File: src/sv/isrch_pkg.sv
`timescale 1ns / 1ps
// Shared types and constants for the interpolation search block.
package isrch_pkg;

    localparam int ELEM_W  = 32;
    localparam int INDEX_W = 10;
    localparam int COUNT_W = 11;

    localparam logic OP_LOAD   = 1'b0;
    localparam logic OP_SEARCH = 1'b1;

    typedef struct packed {
        logic                     op;
        logic [INDEX_W-1:0]       index;
        logic signed [ELEM_W-1:0] value;
    } in_item_t;

    typedef struct packed {
        logic               found;
        logic [INDEX_W-1:0] position;
    } out_item_t;

    typedef enum logic [2:0] {
        ST_IDLE,
        ST_LOOP,
        ST_RD_LOW,
        ST_RD_HIGH,
        ST_DIVIDE,
        ST_RD_POS_ADDR,
        ST_RD_POS,
        ST_FINISH
    } search_state_t;

    typedef enum logic [1:0] {
        DIV_IDLE,
        DIV_MUL,
        DIV_RUN
    } div_state_t;

endpackage

File: src/sv/isrch_div.sv
`timescale 1ns / 1ps
// Probe offset unit: floor(a * b / den), one registered multiply then AW restoring steps.
module isrch_div #(
    parameter int AW = 10
) (
    input  logic                            clk,
    input  logic                            rst_n,
    input  logic                            start,
    input  logic [isrch_pkg::ELEM_W-1:0]    a,
    input  logic [AW-1:0]                   b,
    input  logic [isrch_pkg::ELEM_W-1:0]    den,
    output logic                            done,
    output logic [AW-1:0]                   quot
);

    localparam int EW = isrch_pkg::ELEM_W;
    localparam int NW = EW + AW;
    localparam int CW = $clog2(AW + 1);

    isrch_pkg::div_state_t state_reg, state_next;

    logic [EW-1:0] a_reg, a_next;
    logic [AW-1:0] b_reg, b_next;
    logic [EW-1:0] den_reg, den_next;
    logic [EW-1:0] rem_reg, rem_next;
    logic [AW-1:0] bits_reg, bits_next;
    logic [CW-1:0] step_reg, step_next;

    logic [NW-1:0] prod;
    logic [EW:0]   trial;
    logic          qbit;
    logic [AW:0]   shifted;

    always_ff @(posedge clk or negedge rst_n)
    begin
        if (!rst_n)
        begin
            state_reg <= isrch_pkg::DIV_IDLE;
        end
        else
        begin
            state_reg <= state_next;
        end
    end

    always_ff @(posedge clk)
    begin
        a_reg    <= a_next;
        b_reg    <= b_next;
        den_reg  <= den_next;
        rem_reg  <= rem_next;
        bits_reg <= bits_next;
        step_reg <= step_next;
    end

    // Quotient is known to fit AW bits, so the upper product bits start below den.
    always_comb
    begin
        state_next = state_reg;
        a_next     = a_reg;
        b_next     = b_reg;
        den_next   = den_reg;
        rem_next   = rem_reg;
        bits_next  = bits_reg;
        step_next  = step_reg;
        done       = 1'b0;
        prod       = a_reg * b_reg;
        trial      = {rem_reg, bits_reg[AW-1]};
        qbit       = (trial >= {1'b0, den_reg});
        shifted    = {bits_reg, qbit};

        case (state_reg)
            isrch_pkg::DIV_IDLE:
            begin
                if (start)
                begin
                    a_next     = a;
                    b_next     = b;
                    den_next   = den;
                    state_next = isrch_pkg::DIV_MUL;
                end
            end
            isrch_pkg::DIV_MUL:
            begin
                rem_next   = prod[NW-1:AW];
                bits_next  = prod[AW-1:0];
                step_next  = CW'(AW);
                state_next = isrch_pkg::DIV_RUN;
            end
            isrch_pkg::DIV_RUN:
            begin
                if (step_reg == '0)
                begin
                    done       = 1'b1;
                    state_next = isrch_pkg::DIV_IDLE;
                end
                else
                begin
                    if (qbit)
                    begin
                        rem_next = EW'(trial - {1'b0, den_reg});
                    end
                    else
                    begin
                        rem_next = trial[EW-1:0];
                    end
                    bits_next = shifted[AW-1:0];
                    step_next = step_reg - CW'(1);
                end
            end
            default:
            begin
                state_next = isrch_pkg::DIV_IDLE;
            end
        endcase
    end

    assign quot = bits_reg;

endmodule

File: config.mk
export PLATFORM = sky130hd
export DESIGN_NAME = isrch_div
export DESIGN_NICKNAME = d
export VERILOG_FILES = /design/src/sv/isrch_pkg.sv /design/src/sv/isrch_div.sv
export SDC_FILE = /design/constraint.sdc
export NUM_CORES = 1
export LEC_CHECK = 0
export ABC_AREA = 1
export ABC_CLOCK_PERIOD_IN_PS = 8350
export BUFFER_PORTS_ARGS = -buffer_cell sky130_fd_sc_hd__buf_2
export CORE_ASPECT_RATIO = 0.6
export CORE_MARGIN = 5
export CORE_UTILIZATION = 60
export DETAILED_ROUTE_END_ITERATION = 8
export PLACE_DENSITY = 0.78
export SLEW_MARGIN = 0
export SYNTH_ARGS = -nofsm -noshare
export SYNTH_HDL_FRONTEND = slang
export SYNTH_SLANG_ARGS = --single-unit
File: constraint.sdc
create_clock -name clk -period 8.35 [get_ports clk]
set_clock_uncertainty 0.15 [all_clocks]
set_input_delay 1.67 -clock clk [delete_from_list [all_inputs] [get_ports clk]]
set_output_delay 1.67 -clock clk [all_outputs]
set_load 0.02 [all_outputs]
==> results.ini, run 1 <==
[finish]
filler_cell_count = 2640
antenna_cells = 0
area_growth_pct = 6.626
fin_nets = 3021
multi_input_area_um2 = 11920
seqCellArea_um2 = 3654
drive_gt1_frac = 0.06099

[place]
port_buffers = 87
detailed_place_hpwl_mm = 41.63
gp_congestion = 0.9798

[critical_path]
worstSetupEndpointType = flop
cp-start-kind = flop
worst-path-max-fanout = 32
crit_slowest_cell = edfxtp_1
crit_type = reg -> reg
max_stage_delay_ns = 1.20
crit_chain = nand2_1 > inv_1 > fa_1 > fa_1 > fa_1 > fa_1 > inv_1 > fa_1 > inv_1 > ha_1 > nand2_1 > nor2_1 > nand4_1 > nor2_1 > nand3_1 > nand3_1 > nand2_1 > nand3_1 > nand2_1
cp_common_cell = fa_1
crit_arrival_ns = 6.57
worst_ep_required_time_ns = 8.39
worstReg2RegStart = b_reg[8]$_DFFE_PP_
critPathLaunch = b_reg[8]$_DFFE_PP_

[drt]
via_count = 15930
ant_nets = 0
routedWlPerCell_um = 17.01
dr.pass1.iters = 8
vias_per_cell = 5.282
totalWireLength_mm = 51.29
drt_iter0_drc = 1725
route.detailed.drc = 0

[synth]
synth_warnings = 0
synth-main-ff-cell = edfxtp_1
synth-async-reset-ratio = 0.01639
avgSynthCellArea_um2 = 7.197
syn-cell-area_um2 = 18410
ys_seq_area_frac = 0.1985
synth_nets = 2985
synth_most_common_cell = nand2_1
syn_inst = 2558
synth_commonest_cells = nand2_1 (900), inv_1 (665), fa_1 (239)
yosysTopAreaCell = fa_1
synth_edf_count = 120
synth.top_cell.area_share = 0.2599
synthTopCellsByArea = fa_1 (26%), edfxtp_1 (20%), nand2_1 (18%), inv_1 (14%), ha_1 (7.5%)
yosysUniqueCellTypes = 34
ys_ff_latch = 122

[grt]
grt_pass1_wl_mm = 83.50
groute.usage.overall = 0.3068
antenna_found_initial = 0
grt_pass1_vias = 15600
grt_max_degree = 41
grt-ovfl-total = 0

[clock_tree]
cts_root_buf = clkbuf_16
clock_latency_ns = 0.46
tritoncts = done
post_cts_buffers = 0
cts_inserted_buffers = 17
hold_buffers = 0
cts-resized-gates = 0
h-tree-depth = 4
clockBufferDepth = 2
clk_pin_slew_ns = 0.06
clkSinkCount = 122

[floorplan]
fp.dieW_um = 236.1
core_area_um2 = 30100
die-area_um2 = 34400
io_pins = 88
rows = 49
die_height_um = 145.7
initial_utilization = 0.6116

[sta]
min_period_ns = 6.532
period_share = 0.7823
setup_tns_ns = 0
report.final.hold_viol_count = 0
maxSlewViolCount = 0
worst_hold_slack_ns = 0.3989
worstMarginPinSlew_ns = 1.313
fmax_mhz = 153.1
rsz0062_at_grt = false
slew_headroom = 0.1247
finalSetupViolCount = 0

[status]
status = complete, no violations

[run]
drv_cap = 0

[min_path]
holdCritPathClass = reg -> reg
min-delay-start = quot[4]$_DFFE_PP_

==> worst max-delay path, delay by kind of cell, from the launching register on <==
family | cells | cell delay, ns
fa+ha+maj | 6 | 3.01
simple gates | 10 | 1.62
buf+inv | 3 | 0.27
flops | 1 | 1.20
==> logic make-up (layout without fill, tap and decap cells) <==
| logic type | after synthesis | count (layout) | synth area share |
|---|---|---|---|
| and+or+nand+nor | 1223 | 1223 | 0.2731 |
| buffers and inverters | 748 | 797 | 0.1551 |
| adders and majority gates | 350 | 350 | 0.3353 |
| DFF | 122 | 122 | 0.1985 |
| AOI/OAI and AO/OA | 91 | 91 | 0.02664 |
| xor gates and xnor gates | 24 | 24 | 0.01142 |
==> metrics by stage <==
stage | utilization | cell area, um^2 | cells | worst slack (ns)
3_5_place_dp | 0.6346 | 19100 | 2983 | 2.048
3_3_place_gp | 0.6346 | 19100 | 2983 | 2.073
4_1_cts | 0.6521 | 19630 | 3015 | 1.998
2_1_floorplan | - | 18410 | 2558 | 2.865
6_report | 0.6521 | 19630 | 3015 | 1.818
5_1_grt | 0.6521 | 19630 | 3015 | 1.500
==> cells in the final DEF (no fill, tap or decap), types with 12 or more instances in the layout <==
| cell type | Yosys | layout |
|---|---|---|
| nand3_1 | 122 | 122 |
| nor2_1 | 112 | 111 |
| o21ai_0 | 24 | 23 |
| nand3b_1 | 32 | 32 |
| ha_1 | 111 | 111 |
| inv_1 | 665 | 665 |
| nand4_1 | 17 | 17 |
| clkbuf_16 | 0 | 17 |
| fa_1 | 239 | 239 |
| edfxtp_1 | 120 | 120 |
| a21oi_1 | 51 | 51 |
| xnor2_1 | 20 | 20 |
| nand2_1 | 900 | 900 |
| or2_2 | 12 | 12 |
| buf_2 | 5 | 87 |
==> path summary, 6_finish.rpt <==
kind	endpoint	slack [ns]	depth (start not counted)
worst max-delay path	rem_reg[26]$_DFFE_PP_	1.82	19
worst min-delay path	quot[5]$_DFFE_PP_	0.40	2
worst max register to register	rem_reg[26]$_DFFE_PP_	1.82	19
worst min register to register	quot[5]$_DFFE_PP_	0.40	2
max in group asynchronous	state_reg[0]$_DFFE_PN0P_	7.11	1
min in group asynchronous	state_reg[1]$_DFFE_PN0P_	0.84	1
==> routing by layer <==
metal | track usage | up-vias | share of wire
li1 | - | 7587 | -
met1 | 0.4786 | 7568 | 0.47
met2 | 0.4322 | 710 | 0.40
met3 | 0.08826 | 60 | 0.11
met4 | 0.05277 | 0 | 0.013
met5 | 0 | - | 0
==> final cells by class <==
class | instances | area share
tap | 408 | 0.02601
inverter | 668 | 0.1277
multi-input combinational | 1688 | 0.6072
sequential | 122 | 0.1861
clock inverter | 14 | 0.005035
clock buffer | 18 | 0.02186
timing repair buffer | 97 | 0.02601
Power of run 1 is left out: the tool's default activity adds up to more than one toggle a clock period on the data nets, which glitch-free logic cannot reach.
==> inputs of run 2 (changes only) <==
--- a/config.mk
+++ b/config.mk
@@ -6,13 +6,13 @@
 export NUM_CORES = 1
 export LEC_CHECK = 0
 export ABC_AREA = 1
-export ABC_CLOCK_PERIOD_IN_PS = 8350
+export ABC_CLOCK_PERIOD_IN_PS = 6000
 export BUFFER_PORTS_ARGS = -buffer_cell sky130_fd_sc_hd__buf_2
 export CORE_ASPECT_RATIO = 0.6
 export CORE_MARGIN = 5
-export CORE_UTILIZATION = 60
+export CORE_UTILIZATION = 58
 export DETAILED_ROUTE_END_ITERATION = 8
-export PLACE_DENSITY = 0.78
+export PLACE_DENSITY = 0.79
 export SLEW_MARGIN = 0
 export SYNTH_ARGS = -nofsm -noshare
 export SYNTH_HDL_FRONTEND = slang
==> constraint.sdc (replaced) <==
create_clock -name clk -period 6 [get_ports clk]
set_clock_uncertainty 0.15 [all_clocks]
set_input_delay 1.2 -clock clk [delete_from_list [all_inputs] [get_ports clk]]
set_output_delay 1.2 -clock clk [all_outputs]
set_load 0.02 [all_outputs]
==> run 2 against run 1 <==
  * Critical path depth up 4
  * Non-clock buffer count increased by 21
  * Global-route usage shrank 0.99 points
  * Register-to-register slack worse by 1.5 ns
  * First-iteration DRC count shrank 4.8%
  * Worst setup slack worse by 1.5 ns
  * Sequential cell count stayed put
  * Count of clock-buffer cells in the layout increased by 1
  * Via count up 1.1%
  * Core utilization shrank 1.3 points
  * Die area up 3.3%
  * Wire length decreased by 0.80%
==> results.ini, run 2 (synthesized netlist as in run 1, its figures left out) <==
[finish]
drive_gt1_frac = 0.06811
final_util = 0.6394
filler_cell_count = 2746
area_growth_pct = 8.414
layout_common_cells = nand2_1 (900), inv_1 (665), fa_1 (239), nand3_1 (122), edfxtp_1 (120)
antenna_cells = 0
fin_nets = 3042
layout_commonest_cell = nand2_1
final_area_um2 = 19960

[sta]
slew_headroom = 0.2635
maxSlewViolCount = 0
report.final.hold_viol_count = 0
rsz0062_at_grt = false
worst_hold_slack_ns = 0.3767
finalSetupViolCount = 0
worstMarginPinSlew_ns = 1.102
min_period_ns = 5.713
period_share = 0.9521
setup_tns_ns = 0
fmax_mhz = 175.0

[drt]
drt_iter0_drc = 1643
vias_per_cell = 5.287
via_count = 16090
routedWlPerCell_um = 16.71
dr.pass1.iters = 5
totalWireLength_mm = 50.88
route.detailed.drc = 0
ant_nets = 0

[grt]
grt-ovfl-total = 0
grt_pass1_wl_mm = 83.03
groute.usage.overall = 0.2970
antenna_found_initial = 0
grt_pass1_vias = 16190
grt_max_degree = 47

[clock_tree]
tritoncts = done
hold_buffers = 0
clk_pin_slew_ns = 0.06
clkSinkCount = 122
clockBufferDepth = 2
h-tree-depth = 4
cts_root_buf = clkbuf_16
clock_latency_ns = 0.45
cts_inserted_buffers = 17

[floorplan]
fp.dieW_um = 240.0
initial_utilization = 0.5897
die_height_um = 148.0
core_area_um2 = 31220
rows = 50
die-area_um2 = 35520
io_pins = 88

[critical_path]
crit_arrival_ns = 5.77
crit_type = reg -> reg
ff2ff_setup_slack_ns = 0.29
worst-path-max-fanout = 17
cp-start-kind = flop
reg2reg_depth = 23
worst_ep_required_time_ns = 6.05
worstSetupEndpointType = flop

[place]
placed_area_um2 = 19300
detailed_place_hpwl_mm = 40.80
port_buffers = 87
gp_congestion = 1.041

[run]
drv_cap = 0

[min_path]
holdCritPathClass = in -> async

[status]
status = complete, no violations

run 2: path summary, 6_finish.rpt:
check	from	endpoint
min	rst_n	state_reg[1]$_DFFE_PN0P_
max in group asynchronous	rst_n	state_reg[0]$_DFFE_PN0P_
max	b_reg[8]$_DFFE_PP_	rem_reg[25]$_DFFE_PP_
min in group clk	quot[2]$_DFFE_PP_	quot[3]$_DFFE_PP_
min reg2reg	quot[2]$_DFFE_PP_	quot[3]$_DFFE_PP_
max reg2reg	b_reg[8]$_DFFE_PP_	rem_reg[25]$_DFFE_PP_
run 2: critical path: stages (launching register included):
cell      delay (ns)
edfxtp_1        0.41
buf_12          0.18
buf_4           0.20
nand2_1         0.08
inv_1           0.06
fa_1            0.51
inv_1           0.08
fa_1            0.54
inv_1           0.06
fa_1            0.51
fa_1            0.54
inv_1           0.05
fa_1            0.52
inv_1           0.04
ha_1            0.36
nand2_1         0.13
nor2_1          0.21
nand2_1         0.15
nor2_1          0.18
nand3_1         0.14
nand3_1         0.12
nand2_1         0.05
nand3_1         0.12
nand2_1         0.07
run 2: layer usage:
metal,vias to the layer above,global-route usage,share of wire
met3,88,0.09062,0.12
met5,-,0,0
met4,0,0.07341,0.016
met1,7580,0.4433,0.45
li1,7624,-,-
met2,801,0.4254,0.41
run 2: per-stage QoR:
stage	std cells	setup slack, ns
finish	3044	0.2873
global route	3044	0.01823
CTS	3036	0.1141
detailed placement	3004	0.1511
global placement	3004	0.1346
floorplan	2558	0.8028
run 2: cell type report:
cell class                      instances  area, um^2  area share
Multi-Input combinational cell       1688       11930      0.5975
Sequential cell                       122        3654      0.1830
Inverter                              668        2507      0.1256
Timing Repair Buffer                  118       768.2     0.03849
Tap cell                              416       520.5     0.02608
Clock buffer                           19       432.9     0.02169
Clock inverter                         13       151.4    0.007585
run 2: what timing repair did:
action | in CTS | in global routing
setup buffers | 0 | 8
resized for setup | 0 | 2
endpoints found under the setup margin | 0 | 23
Power of run 2 is left out for the same reason.
